$ cat src/design/lpdk_pkg.sv
// Package: types, codes and reset values for the length-prefix deframer with keepalive.
package lpdk_pkg;

   localparam int unsigned CAP_WIDTH   = 17;
   localparam int unsigned CODE_WIDTH  = 8;
   localparam int unsigned LIMIT_WIDTH = 32;
   localparam int unsigned LEN_WIDTH   = 16;
   localparam int unsigned CSR_WIDTH   = 32;
   localparam int unsigned CSR_IDX_WIDTH = 3;

   localparam logic [CAP_WIDTH-1:0]   CAP_RESET       = 17'd4096;
   localparam logic [CODE_WIDTH-1:0]  PING_RESET      = 8'd1;
   localparam logic [CODE_WIDTH-1:0]  PONG_RESET      = 8'd2;
   localparam logic [LIMIT_WIDTH-1:0] LIMIT_RESET     = 32'd0;
   localparam logic [CAP_WIDTH-1:0]   LEN_HEADER_SIZE = 17'd2;

   typedef enum logic [CSR_IDX_WIDTH-1:0] {
      CSR_BUFFER_CAPACITY = 3'd0,
      CSR_PING_CODE       = 3'd1,
      CSR_PONG_CODE       = 3'd2,
      CSR_IDLE_LIMIT      = 3'd3,
      CSR_KEEPALIVE_LIMIT = 3'd4
   } csr_index_type;

   typedef enum logic [1:0] {
      OP_RX_BYTE = 2'd0,
      OP_TICK    = 2'd1,
      OP_SENT    = 2'd2
   } opcode_type;

   typedef enum logic [2:0] {
      KIND_PAYLOAD  = 3'd0,
      KIND_PING     = 3'd1,
      KIND_PONG     = 3'd2,
      KIND_OVERSIZE = 3'd3,
      KIND_IDLE     = 3'd4
   } kind_type;

   typedef enum logic [1:0] {
      PH_LEN_HI = 2'd0,
      PH_LEN_LO = 2'd1,
      PH_CTRL   = 2'd2,
      PH_BODY   = 2'd3
   } phase_type;

   typedef struct packed {
      logic [1:0] opcode;
      logic [7:0] rx_byte;
   } req_type;

   typedef struct packed {
      logic [2:0]           out_kind;
      logic [7:0]           out_byte;
      logic                 frame_last;
      logic [LEN_WIDTH-1:0] frame_length;
   } rsp_type;

endpackage

$ cat src/design/length_prefix_deframer_keepalive.sv
// Top level: length-prefixed stream deframer with idle timeout and keepalive ping.
//
//   channel | direction | handshake              | payload
//   req     | in        | req_valid / req_ready  | req_data  (opcode, rx_byte)
//   rsp     | out       | rsp_valid / rsp_ready  | rsp_data  (out_kind, out_byte,
//           |           |                        |            frame_last, frame_length)
//   csr     | in        | csr_we (no wait)       | csr_index, csr_wdata
//
// One item per clock. The parser and tick counters update at the accepting edge and
// any result lands in the result register, visible in the cycle after the transfer.
// req_ready drops only while the result register is full and rsp_ready is low.
// Synchronous reset restores register defaults and clears all state but the result data; no clearing pass.
module length_prefix_deframer_keepalive (
   input  logic                                     clock,
   input  logic                                     reset,
   input  logic                                     req_valid,
   output logic                                     req_ready,
   input  lpdk_pkg::req_type                        req_data,
   output logic                                     rsp_valid,
   input  logic                                     rsp_ready,
   output lpdk_pkg::rsp_type                        rsp_data,
   input  logic                                     csr_we,
   input  logic [lpdk_pkg::CSR_IDX_WIDTH-1:0]       csr_index,
   input  logic [lpdk_pkg::CSR_WIDTH-1:0]           csr_wdata
);

   logic [lpdk_pkg::CAP_WIDTH-1:0]   capacity_ff;
   logic [lpdk_pkg::CODE_WIDTH-1:0]  ping_code_ff;
   logic [lpdk_pkg::CODE_WIDTH-1:0]  pong_code_ff;
   logic [lpdk_pkg::LIMIT_WIDTH-1:0] idle_limit_ff;
   logic [lpdk_pkg::LIMIT_WIDTH-1:0] keepalive_limit_ff;

   lpdk_pkg::phase_type              parse_phase_ff, parse_phase_in;
   logic [7:0]                       length_high_ff, length_high_in;
   logic [lpdk_pkg::LEN_WIDTH-1:0]   frame_len_ff, frame_len_in;
   logic [lpdk_pkg::LEN_WIDTH-1:0]   bytes_left_ff, bytes_left_in;
   logic                             link_closed_ff, link_closed_in;
   logic [lpdk_pkg::LIMIT_WIDTH-1:0] idle_ticks_ff, idle_ticks_in;
   logic [lpdk_pkg::LIMIT_WIDTH-1:0] send_ticks_ff, send_ticks_in;

   logic                             rsp_valid_ff, rsp_valid_in;
   lpdk_pkg::rsp_type                rsp_data_ff;

   logic                             req_fire;
   logic                             active;
   logic [lpdk_pkg::LEN_WIDTH-1:0]   len_word;
   logic                             oversize;
   logic [lpdk_pkg::LEN_WIDTH-1:0]   bytes_dec;
   logic [lpdk_pkg::LIMIT_WIDTH-1:0] idle_inc;
   logic [lpdk_pkg::LIMIT_WIDTH-1:0] send_inc;
   logic                             idle_expired;
   logic                             ping_due;
   logic                             ping_match;
   logic                             res_valid;
   lpdk_pkg::rsp_type                res;

   assign req_ready = !rsp_valid_ff || rsp_ready;
   assign req_fire  = req_valid && req_ready;
   assign active    = req_fire && !link_closed_ff;
   assign rsp_valid = rsp_valid_ff;
   assign rsp_data  = rsp_data_ff;

   assign len_word   = {length_high_ff, req_data.rx_byte};
   assign oversize   = ({1'b0, len_word} + lpdk_pkg::LEN_HEADER_SIZE) > capacity_ff;
   assign bytes_dec  = bytes_left_ff - 16'd1;
   assign idle_inc   = (&idle_ticks_ff) ? idle_ticks_ff : idle_ticks_ff + 32'd1;
   assign send_inc   = (&send_ticks_ff) ? send_ticks_ff : send_ticks_ff + 32'd1;
   assign idle_expired = (idle_limit_ff != '0) && (idle_inc > idle_limit_ff);
   assign ping_due     = (keepalive_limit_ff != '0) && (send_inc > keepalive_limit_ff);
   assign ping_match   = (req_data.rx_byte == ping_code_ff);

   always_ff @(posedge clock) begin
      if (reset) begin
         capacity_ff        <= lpdk_pkg::CAP_RESET;
         ping_code_ff       <= lpdk_pkg::PING_RESET;
         pong_code_ff       <= lpdk_pkg::PONG_RESET;
         idle_limit_ff      <= lpdk_pkg::LIMIT_RESET;
         keepalive_limit_ff <= lpdk_pkg::LIMIT_RESET;
      end else if (csr_we) begin
         case (csr_index)
            lpdk_pkg::CSR_BUFFER_CAPACITY: capacity_ff <= csr_wdata[lpdk_pkg::CAP_WIDTH-1:0];
            lpdk_pkg::CSR_PING_CODE:       ping_code_ff <= csr_wdata[lpdk_pkg::CODE_WIDTH-1:0];
            lpdk_pkg::CSR_PONG_CODE:       pong_code_ff <= csr_wdata[lpdk_pkg::CODE_WIDTH-1:0];
            lpdk_pkg::CSR_IDLE_LIMIT:      idle_limit_ff <= csr_wdata;
            lpdk_pkg::CSR_KEEPALIVE_LIMIT: keepalive_limit_ff <= csr_wdata;
            default: ;
         endcase
      end
   end

   // next state
   always_comb begin
      parse_phase_in = parse_phase_ff;
      length_high_in = length_high_ff;
      frame_len_in   = frame_len_ff;
      bytes_left_in  = bytes_left_ff;
      link_closed_in = link_closed_ff;
      idle_ticks_in  = idle_ticks_ff;
      send_ticks_in  = send_ticks_ff;
      if (active) begin
         case (req_data.opcode)
            lpdk_pkg::OP_RX_BYTE: begin
               idle_ticks_in = '0;
               case (parse_phase_ff)
                  lpdk_pkg::PH_LEN_HI: begin
                     length_high_in = req_data.rx_byte;
                     parse_phase_in = lpdk_pkg::PH_LEN_LO;
                  end
                  lpdk_pkg::PH_LEN_LO: begin
                     if (oversize) begin
                        link_closed_in = 1'b1;
                        parse_phase_in = lpdk_pkg::PH_LEN_HI;
                     end else if (len_word == '0) begin
                        parse_phase_in = lpdk_pkg::PH_CTRL;
                     end else begin
                        frame_len_in   = len_word;
                        bytes_left_in  = len_word;
                        parse_phase_in = lpdk_pkg::PH_BODY;
                     end
                  end
                  lpdk_pkg::PH_CTRL: begin
                     parse_phase_in = lpdk_pkg::PH_LEN_HI;
                     if (ping_match) begin
                        send_ticks_in = '0;
                     end
                  end
                  default: begin
                     bytes_left_in = bytes_dec;
                     if (bytes_dec == '0) begin
                        parse_phase_in = lpdk_pkg::PH_LEN_HI;
                     end
                  end
               endcase
            end
            lpdk_pkg::OP_TICK: begin
               idle_ticks_in = idle_inc;
               send_ticks_in = send_inc;
               if (idle_expired) begin
                  link_closed_in = 1'b1;
               end else if (ping_due) begin
                  send_ticks_in = '0;
               end
            end
            lpdk_pkg::OP_SENT: begin
               send_ticks_in = '0;
            end
            default: ;
         endcase
      end
   end

   // result
   always_comb begin
      res_valid        = 1'b0;
      res.out_kind     = lpdk_pkg::KIND_PAYLOAD;
      res.out_byte     = '0;
      res.frame_last   = 1'b0;
      res.frame_length = '0;
      case (req_data.opcode)
         lpdk_pkg::OP_RX_BYTE: begin
            case (parse_phase_ff)
               lpdk_pkg::PH_LEN_LO: begin
                  if (oversize) begin
                     res_valid        = 1'b1;
                     res.out_kind     = lpdk_pkg::KIND_OVERSIZE;
                     res.frame_length = len_word;
                  end
               end
               lpdk_pkg::PH_CTRL: begin
                  if (ping_match) begin
                     res_valid    = 1'b1;
                     res.out_kind = lpdk_pkg::KIND_PONG;
                     res.out_byte = pong_code_ff;
                  end
               end
               lpdk_pkg::PH_BODY: begin
                  res_valid        = 1'b1;
                  res.out_kind     = lpdk_pkg::KIND_PAYLOAD;
                  res.out_byte     = req_data.rx_byte;
                  res.frame_last   = (bytes_dec == '0);
                  res.frame_length = frame_len_ff;
               end
               default: ;
            endcase
         end
         lpdk_pkg::OP_TICK: begin
            if (idle_expired) begin
               res_valid    = 1'b1;
               res.out_kind = lpdk_pkg::KIND_IDLE;
            end else if (ping_due) begin
               res_valid    = 1'b1;
               res.out_kind = lpdk_pkg::KIND_PING;
               res.out_byte = ping_code_ff;
            end
         end
         default: ;
      endcase
   end

   always_comb begin
      rsp_valid_in = rsp_valid_ff && !rsp_ready;
      if (active && res_valid) begin
         rsp_valid_in = 1'b1;
      end
   end

   always_ff @(posedge clock) begin
      if (reset) begin
         parse_phase_ff <= lpdk_pkg::PH_LEN_HI;
         length_high_ff <= '0;
         frame_len_ff   <= '0;
         bytes_left_ff  <= '0;
         link_closed_ff <= 1'b0;
         idle_ticks_ff  <= '0;
         send_ticks_ff  <= '0;
         rsp_valid_ff   <= 1'b0;
      end else begin
         parse_phase_ff <= parse_phase_in;
         length_high_ff <= length_high_in;
         frame_len_ff   <= frame_len_in;
         bytes_left_ff  <= bytes_left_in;
         link_closed_ff <= link_closed_in;
         idle_ticks_ff  <= idle_ticks_in;
         send_ticks_ff  <= send_ticks_in;
         rsp_valid_ff   <= rsp_valid_in;
      end
   end

   always_ff @(posedge clock) begin
      if (active && res_valid) begin
         rsp_data_ff <= res;
      end
   end

`ifndef SYNTHESIS
   a_body_has_bytes: assert property (@(posedge clock) disable iff (reset)
      parse_phase_ff == lpdk_pkg::PH_BODY |-> bytes_left_ff != '0)
      else $error("body phase with no bytes left");

   a_closed_sticky: assert property (@(posedge clock) disable iff (reset)
      link_closed_ff |=> link_closed_ff)
      else $error("closed link reopened without reset");

   a_last_ends_frame: assert property (@(posedge clock) disable iff (reset)
      active && res_valid && res.out_kind == lpdk_pkg::KIND_PAYLOAD && res.frame_last
      |=> parse_phase_ff == lpdk_pkg::PH_LEN_HI)
      else $error("last payload byte did not end the frame");

   a_close_result_closes: assert property (@(posedge clock) disable iff (reset)
      active && res_valid && (res.out_kind == lpdk_pkg::KIND_OVERSIZE ||
                              res.out_kind == lpdk_pkg::KIND_IDLE)
      |=> link_closed_ff)
      else $error("close result without closing the link");
`endif

endmodule

$ cat config.mk
export PLATFORM = sky130hd
export DESIGN_NAME = length_prefix_deframer_keepalive
export DESIGN_NICKNAME = d
export VERILOG_FILES = /design/src/design/lpdk_pkg.sv /design/src/design/length_prefix_deframer_keepalive.sv
export SDC_FILE = /design/constraint.sdc
export NUM_CORES = 1
export LEC_CHECK = 0
export BUFFER_PORTS_ARGS = -buffer_cell sky130_fd_sc_hd__buf_2
export CAP_MARGIN = 20
export CORE_ASPECT_RATIO = 1.25
export CORE_MARGIN = 5
export CORE_UTILIZATION = 56
export CTS_CLUSTER_DIAMETER = 200
export DETAILED_ROUTE_END_ITERATION = 6
export GPL_TIMING_DRIVEN = 0
export PLACE_DENSITY = 0.82
export SLEW_MARGIN = 0
export SYNTH_ARGS = -nofsm -noshare
export SYNTH_HDL_FRONTEND = slang
export SYNTH_SLANG_ARGS = --single-unit
$ cat constraint.sdc
create_clock -name clock -period 4 [get_ports clock]
set_input_delay 0.2 -clock clock [delete_from_list [all_inputs] [get_ports clock]]
set_output_delay 0.2 -clock clock [all_outputs]
set_load 0.1 [all_outputs]
After elaboration in Yosys (flattened, before gate mapping)
Cells that the tools add are included.

Output and inout bits: 30. Register bits after elaboration: 233. Logic and storage cells: 116. Input port bits: 50.

Order comparisons: 3. Bitwise logic cells: 3. Equality and inequality tests: 17. Add/subtract/negate cells: 4. Multiplexer cells: 36. Reductions and logical operators: 36.

Operator list (number): $mux W32 (6); $pmux W32 S3 (1); $add A32 B1 Y32 const B (2); $gt A32 B32 Y1 (2); $pmux W16 S2 (2); $pmux W32 S2 (1); $reduce_and A32 Y1 (2); $reduce_bool A32 Y1 (2); $mux W16 (3); $logic_not A16 Y1 (2); $pmux W11 S2 (1); $add A16 B2 Y17 const B (1); $gt A17 B17 Y1 (1); $pmux W8 S2 (1); $sub A16 B1 Y16 const B (1); $reduce_and A5 Y1 (3); $reduce_and A2 Y1 (7); $mux W10 (1); $ne A2 B2 Y1 const B (5); $mux W1 (9); $mux W9 (1); $eq A8 B8 Y1 (1); $mux W8 (1); $eq A2 B2 Y1 const B (3); 23 further kinds (40).

Logic depth before layout (Yosys ltp)
Gate-level depths: netlist of the first run.

Word-level depth: 9. Depth in mapped cells: 19. Mapped depth without buffers: 17.

Least setup slack after synthesis of the first run
Ideal clock, no wire load.

Kind: register to register. From: reg send_ticks_ff[0] (netlist bit). To: reg rsp_data_ff, in the netlist rsp_data[0] (enable). Library setup time: 0.451 ns. Path slack: -0.301 ns. Stages on the path, launching flop included: 16. Buffers on the path: 0. Data arrival time: 3.850 ns. Cell sequence: dfxtp_1 -> ha_1 -> nand4_1 -> or4_4 -> o31ai_4 -> nor3_1 -> and3_1 -> xor2_1 -> ha_1 -> nand4_1 -> nor2_1 -> a221o_1 -> o311a_1 -> o21ai_1 -> a21o_1 -> nand2_1.

Cells in the longest elaborated chain, start to end: 8.

Ends and longest elaborated chain: start, declared (line length_prefix_deframer_keepalive.sv:39) `logic [lpdk_pkg::LIMIT_WIDTH-1:0] send_ticks_ff, send_ticks_in;`; start signal, assigned (line length_prefix_deframer_keepalive.sv:224) `send_ticks_ff <= send_ticks_in;`; $add A32 B1 Y32 / $reduce_and A32 Y1 (equally long branches) (line length_prefix_deframer_keepalive.sv:67) `assign send_inc = (&send_ticks_ff) ? send_ticks_ff : send_ticks_ff + 32'd1;`; $mux W32 (*) (line length_prefix_deframer_keepalive.sv:67); $gt A32 B32 Y1 (*) (line length_prefix_deframer_keepalive.sv:69) `assign ping_due = (keepalive_limit_ff != '0) && (send_inc > keepalive_limit_ff);`; $logic_and A1 B1 Y1 (*) (line length_prefix_deframer_keepalive.sv:69); $mux W1 (*) (line length_prefix_deframer_keepalive.sv:190) `end else if (ping_due) begin`; $mux W1 (*) (line length_prefix_deframer_keepalive.sv:187) `if (idle_expired) begin`; $pmux W1 S2 (*) (line length_prefix_deframer_keepalive.sv:159) `case (req_data.opcode)`; $logic_and A1 B1 Y1 (*) (line length_prefix_deframer_keepalive.sv:230) `if (active && res_valid) begin`; end signal, assigned (line length_prefix_deframer_keepalive.sv:231) `rsp_data_ff <= res;`; end, declared (line length_prefix_deframer_keepalive.sv:42) `lpdk_pkg::rsp_type rsp_data_ff;`.

Every way passes the cells marked *; elsewhere a longest branch is shown, timed or not. A chain may end at the register's enable or synchronous reset.

Final worst setup path of the first run
From: reg send_ticks_ff[2] (netlist bit). To: reg rsp_data_ff, in the netlist rsp_data[11] (enable).

The elaborated chain is that of the path after synthesis.

==> run metrics, run 1 <==
status finished, violations left; failing checks setup timing; Hold EP length_high_ff[3]; post-route cell area 16,500 µm²; detailed router's first-iteration violation count 1,182; core footprint 23,100 µm²; cell depth of the worst hold path 3; fraction of the yosys area taken by sequential cells 0.375; Mapped Nets 1,809; crit end category register; Yosys reg bits 233; synthesized instance count 1,667; Leak 6.43 nW; post-synth top area share 0.311; Async SR Flop Fraction 0; Cell Rows 62; setup violators final 70; DP Area 13,900 µm²; Max Fclk 0.223 GHz; distinct cell type count after synthesis 65; Gate power share 0.138; vias in the first global route 12,975; EDFF count, synth 28; gr ovfl total 0; GR peak layer met2; worst setup margin -0.480 ns; worst path arrival time 4.75 ns; synthesis-to-layout area growth 24.7%; sequential power share 0.437; die width 147 µm; 1st-pass router iterations 6; CTS tree built; post-route ant nets 0; syn avg cell area 7.92 µm²; Internal 4.05 mW; Worst Tran Pin Value 1.23 ns; worst reg2reg setup slack -0.48 ns; clock root buffer clkbuf_16; clock tree sinks 233; Final HPWL DP 27,000 µm; Worst R2R Path Depth 15; top cells by area, synth dfxtp_1, nand2_1, ha_1, edfxtp_1, a21oi_1; fillers 1,675; M2 GR Usage 0.518; Tmin final 4.48 ns; Multi-input gate area 8120 µm²; fin. max-slew vios 0; PD cells 337 nW/µm²; critical path class reg2reg; sw power 1.49 mW; Clock Power Share 0.425; GR Util met3 0.0481; Num CTS Buffers 25; Max transition margin 0.172; Synth Cell Area 13,200 µm²; YS warnings 0; final hold violations 0; Sw Share 0.269; clock-pin slew on the worst setup and hold paths 0.07 ns; drt drc 0; reg-to-reg endpoint rsp_data[11]; most frequent cells in the layout nand2_1, dfxtp_1, a21oi_1; grt met1 use 0.318; port bufs 74; PnR Total Power 5.55 mW; number of max-cap violations 0; largest net degree at the start of global routing 15; largest area contributor in the netlist dfxtp_1; Final TNS setup -28.83 ns; total wire length 42,600 µm; share of cells above drive strength 1 0.185; Seq. cell area 5010 µm²; Total GRT Usage 0.287; average wire per standard cell 19.5 µm; Max VDD drop 0.000337 V; final RePlAce weighted congestion 0.956; most common cell after layout, fill and taps aside nand2_1; Ports 80; vias per std cell 6.20; DIE AREA 26,800 µm²; Core Util, Final 0.712; DR vias 13,546; CP max FO 7; maximum clock path buffer count 3; # nets final 2,021; H-tree levels 1; reg-to-reg startpoint send_ticks_ff[2]; initial antenna violation count 0; Crit path required time 4.27 ns; Die Y-Extent 182 µm; final critical-path share of the clock period 1.12; hold crit path type in2reg; hold path startpoint req_data[3]; latest clock arrival within the worst-skew pair 0.55 ns; Starting Density 0.571; Worst Setup Start Kind register; worst hold slack 0.113 ns; Synth Flop Type dfxtp_1; Antenna Cells 0; unrepaired setup endpoints after global routing yes; Worst Skew 0.0303 ns; first-pass GRT wire length 63,700 µm
-- synth_stat cells, types with 7 or more instances --
master and number:
nand3_1 67, nor2_1 130, a22oi_1 29, edfxtp_1 28, and4_1 13, ha_1 92
nand2b_1 7, a21oi_1 167, nor4_1 28, nand4_1 38, xnor2_1 61, and2_1 11
a22o_1 12, xor2_1 39, a31oi_1 14, a32o_1 10, buf_2 9, dfxtp_1 205
o21ai_0 56, nor3_1 19, o31ai_1 8, nand2_1 309, and3_1 20, mux2i_1 14
clkbuf_1 84, inv_1 97, o2bb2ai_1 8
-- power groups by stage --
stage	Clock, mW	Sequential, mW	Combinational, mW
floorplan	0	2.53	0.330
global placement	0	2.48	0.552
detailed placement	0	2.48	0.563
CTS	2.36	2.43	0.695
global route	2.47	2.43	0.806
finish	2.36	2.43	0.766
-- worst max-delay path, stage by stage, from the launching register on --
cell     delay [ns]
dfxtp_1        0.49
nand4_1        0.16
or4_4          0.48
o31ai_4        0.38
buf_4          0.19
nor2_1         0.07
xor2_1         0.38
ha_1           0.34
nand4_1        0.18
nor2_1         0.08
a221o_1        0.33
o311a_4        0.37
o21ai_4        0.18
buf_4          0.15
a21o_4         0.28
nand2_8        0.12
-- logic make-up (layout without fill, tap and decap cells) --
group / count (synthesis) / in the layout / synth area share
muxes: 16 / 16 / 0.0123
DFF: 233 / 233 / 0.375
xor gates and xnor gates: 100 / 100 / 0.0664
and+or+nand+nor: 681 / 684 / 0.240
AOI/OAI and AO/OA: 353 / 353 / 0.164
adders and majority gates: 92 / 92 / 0.0872
buffers and inverters: 192 / 419 / 0.0555
-- per-layer routing --
| metal | share of wire | wire length, µm | vias to the layer above |
|---|---|---|---|
| met5 | 0 | 0 | - |
| met4 | 0.079 | 3380 | 0 |
| met3 | 0.087 | 3720 | 286 |
| met2 | 0.48 | 20500 | 763 |
| met1 | 0.35 | 15000 | 6266 |
| li1 | - | - | 6231 |
-- sequential cells by signal, indices dropped and copies added, names as in the netlist, 16 cells and up --
| name | count |
|---|---|
| keepalive_limit_ff | 32 |
| idle_limit_ff | 32 |
| capacity_ff | 17 |
| frame_len_ff | 16 |
| rsp_data | 28 |
| idle_ticks_ff | 32 |
| send_ticks_ff | 32 |
| bytes_left_ff | 16 |
-- final cells by class --
cell class | instances | share of cell area
Clock buffer | 36 | 0.0436
Tap cell | 288 | 0.0219
Timing Repair Buffer | 191 | 0.0851
Multi-Input combinational cell | 1245 | 0.494
Sequential cell | 233 | 0.304
Inverter | 97 | 0.0221
Clock inverter | 9 | 0.00646
Buffer | 86 | 0.0230
-- worst max path at each step --
stage / startpoint / endpoint / slack, ns / depth (start not counted)
3_3_place_gp: idle_ticks_ff[2] / rsp_data[17] / -0.86 / 17
5_1_grt: send_ticks_ff[1] / send_ticks_ff[23] / -0.54 / 17
6_report: send_ticks_ff[2] / rsp_data[11] / -0.48 / 15
2_1_floorplan: send_ticks_ff[0] / send_ticks_ff[8] / 0.06 / 17
4_1_cts: send_ticks_ff[0] / send_ticks_ff[11] / -0.07 / 18
3_5_place_dp: idle_ticks_ff[2] / rsp_data[18] / -0.95 / 17
-- through the flow --
step           worst slack (ns)  instances
3_3_place_gp             -0.859       2029
6_report                 -0.480       2185
5_1_grt                  -0.541       2185
3_5_place_dp             -0.952       2029
4_1_cts                 -0.0747       2156
2_1_floorplan            0.0627       1667
-- what timing repair did --
action | 4_1_cts | 5_1_grt
gates resized for setup | 92 | 88
buffers inserted | 50 | 35
cloned | 2 | 2
hold buffers | 32 | 0
endpoints found under the hold margin | 91 | 0
pin swaps | 43 | 62
setup endpoints to repair | 90 | 102
(Power assumes the default switching activity.)
==> run 2: changes to the inputs <==
--- a/config.mk
+++ b/config.mk
@@ -9,11 +9,13 @@
 export CAP_MARGIN = 20
 export CORE_ASPECT_RATIO = 1.25
 export CORE_MARGIN = 5
-export CORE_UTILIZATION = 56
+export CORE_UTILIZATION = 57
+export CTS_BUF_LIST = sky130_fd_sc_hd__clkbuf_8
 export CTS_CLUSTER_DIAMETER = 200
 export DETAILED_ROUTE_END_ITERATION = 6
 export GPL_TIMING_DRIVEN = 0
-export PLACE_DENSITY = 0.82
+export PLACE_DENSITY = 0.83
+export REMOVE_ABC_BUFFERS = 1
 export SLEW_MARGIN = 0
 export SYNTH_ARGS = -nofsm -noshare
 export SYNTH_HDL_FRONTEND = slang
==> run metrics, run 2 (same netlist as run 1, synthesis figures left out) <==
post-route ant nets 0 (unchanged); Total GRT Usage 0.284 (-0.00338); 1st-pass router iterations 6 (unchanged); met3 routed WL 2900 µm (-22%); share of cells above drive strength 1 0.190 (+0.00534); CP max FO 6 (-1); die width 146 µm (-0.82%); DIE AREA 26,300 µm² (-1.6%); final critical-path share of the clock period 1.06 (-0.0578); DR vias 13,033 (-3.8%); reg-to-reg endpoint rsp_data[0]; final RePlAce weighted congestion 0.927 (-3.0%); CP bufs+invs 4 (+2); Starting Density 0.577 (+0.00581); Worst Skew 0.0358 ns (+0.00554 ns); critical path class reg2reg; Worst Setup Start Kind register; Hold EP frame_len_ff[14]; average wire per standard cell 18.5 µm (-5.3%); Tmin final 4.25 ns (-0.231 ns); most frequent cells in the layout nand2_1, dfxtp_1, a21oi_1; Num CTS Buffers 40 (+60%); hold path startpoint reset; Max transition margin 0.286 (+0.114); clock root buffer clkbuf_8; WL met2 19,800 µm (-3.0%); slowest cell delay on critical path 0.57 ns (+0.08 ns); reg-to-reg startpoint send_ticks_ff[0]; Worst Tran Pin Value 1.06 ns (-0.169 ns); metal1 wirelength 14,400 µm (-4.4%); critical path, cell by cell ha_4, nand4_1, or4_4, o31ai_4, buf_6, buf_4, nor2_1, xor2_1, ha_1, nand4_1, nor2_1, a221o_1, o311a_1, o21ai_4, a21o_1, nand2_4, buf_12, buf_16; Max VDD drop 0.000304 V (-9.6%); vias in the first global route 13,098 (+0.95%); failing checks setup timing; # nets final 1,959 (-3.1%); Crit path max-delay family compound AO/OA/AOI/OAI gates; vias per std cell 6.10 (-1.6%); maximum clock path buffer count 3 (unchanged); Leak 6.43 nW (-0.11%); clock-pin slew on the worst setup and hold paths 0.07 ns (about the same); Ports 80 (unchanged); Worst R2R Path Depth 18 (+3); Antenna Cells 0 (unchanged); drt drc 0 (unchanged); first-pass GRT wire length 62,600 µm (-1.7%); fin. max-slew vios 0 (unchanged); number of max-cap violations 0 (unchanged); clock tree sinks 233 (unchanged); Final HPWL DP 24,700 µm (-8.7%); worst setup margin -0.249 ns (+0.231 ns); DP Area 13,700 µm² (-1.5%); most common cell after layout, fill and taps aside nand2_1; setup violators final 66 (-5.7%); CTS tree built; port bufs 79 (+6.8%); synthesis-to-layout area growth 23.3%; worst reg2reg setup slack -0.25 ns (+0.23 ns); Highest Signal Layer met4; Max Fclk 0.235 GHz (+5.4%); Crit path required time 4.31 ns (+0.04 ns); largest net degree at the start of global routing 111 (+96); H-tree levels 2 (+1); crit path max-delay cell type or4_4; post-route cell area 16,300 µm² (-1.1%); worst hold slack 0.0274 ns (-0.0859 ns); hold crit path type in2reg; gr ovfl total 0 (unchanged); initial antenna violation count 0 (unchanged); final hold violations 0 (unchanged); cell depth of the worst hold path 2 (-1); PD cells 343 nW/µm² (+1.9%); Die Y-Extent 180 µm (-0.83%); Cell Rows 62 (unchanged); total wire length 39,500 µm (-7.4%); latest clock arrival within the worst-skew pair 0.57 ns (+0.02 ns); worst path arrival time 4.56 ns (-0.19 ns); detailed router's first-iteration violation count 906 (-23%); PnR Total Power 5.59 mW (+0.74%); Final TNS setup -10.69 ns (+18.14 ns); unrepaired setup endpoints after global routing yes; crit end category register; status finished, violations left; core footprint 22,900 µm² (-1.0%)
run 2: metrics by stage:
stage | setup slack [ns] | util | instances
global placement | -1.69 | 0.594 | 1939
global route | -0.437 | 0.711 | 2137
detailed placement | -1.78 | 0.600 | 1946
finish | -0.249 | 0.711 | 2137
CTS | -0.160 | 0.697 | 2118
floorplan | -0.364 | - | 1572
run 2: timing repair:
| action | CTS | global route |
|---|---|---|
| pin swaps | 50 | 45 |
| cloned | 6 | 0 |
| hold buffers | 33 | 0 |
| resized for setup | 112 | 52 |
| endpoints found under the setup margin | 92 | 87 |
| setup buffers | 59 | 16 |
| endpoints found under the hold margin | 95 | 0 |
run 2: how the worst max path moves through the flow:
stage	startpoint	endpoint	cells past startpoint
floorplan	idle_ticks_ff[2]	rsp_data[0]	14
global placement	idle_ticks_ff[2]	send_ticks_ff[27]	15
detailed placement	idle_ticks_ff[2]	send_ticks_ff[10]	15
CTS	send_ticks_ff[1]	rsp_data[0]	19
global route	idle_ticks_ff[4]	rsp_data[6]	19
finish	send_ticks_ff[0]	rsp_data[0]	18
run 2: metal layers:
layer	up-vias	GRT usage
met5	-	0
met4	0	0.160
li1	6127	-
met1	6079	0.318
met2	630	0.507
met3	197	0.0511
run 2: worst register-to-register path, delay by kind of cell, from the launching register on:
kind            cells  cell delay [ns]
fa+ha+maj           2             0.40
simple gates        6             1.16
compound gates      5             1.25
flops               1             0.36
buf+inv             4             0.61
xor+xnor            1             0.20
run 2: cell type report:
cell class | count | area (µm²)
clock buffers | 50 | 688
clock inverters | 24 | 185
fillers | 1622 | 6610
well taps | 288 | 360
repair buffers | 201 | 1700
flip-flops and latches | 233 | 4990
multi-input cells | 1244 | 7990
inverters | 97 | 364
run 2: where the power goes:
part	switching, mW	internal, mW
sequential	0.0334	2.40
combinational	0.476	0.316
clock	1.04	1.33
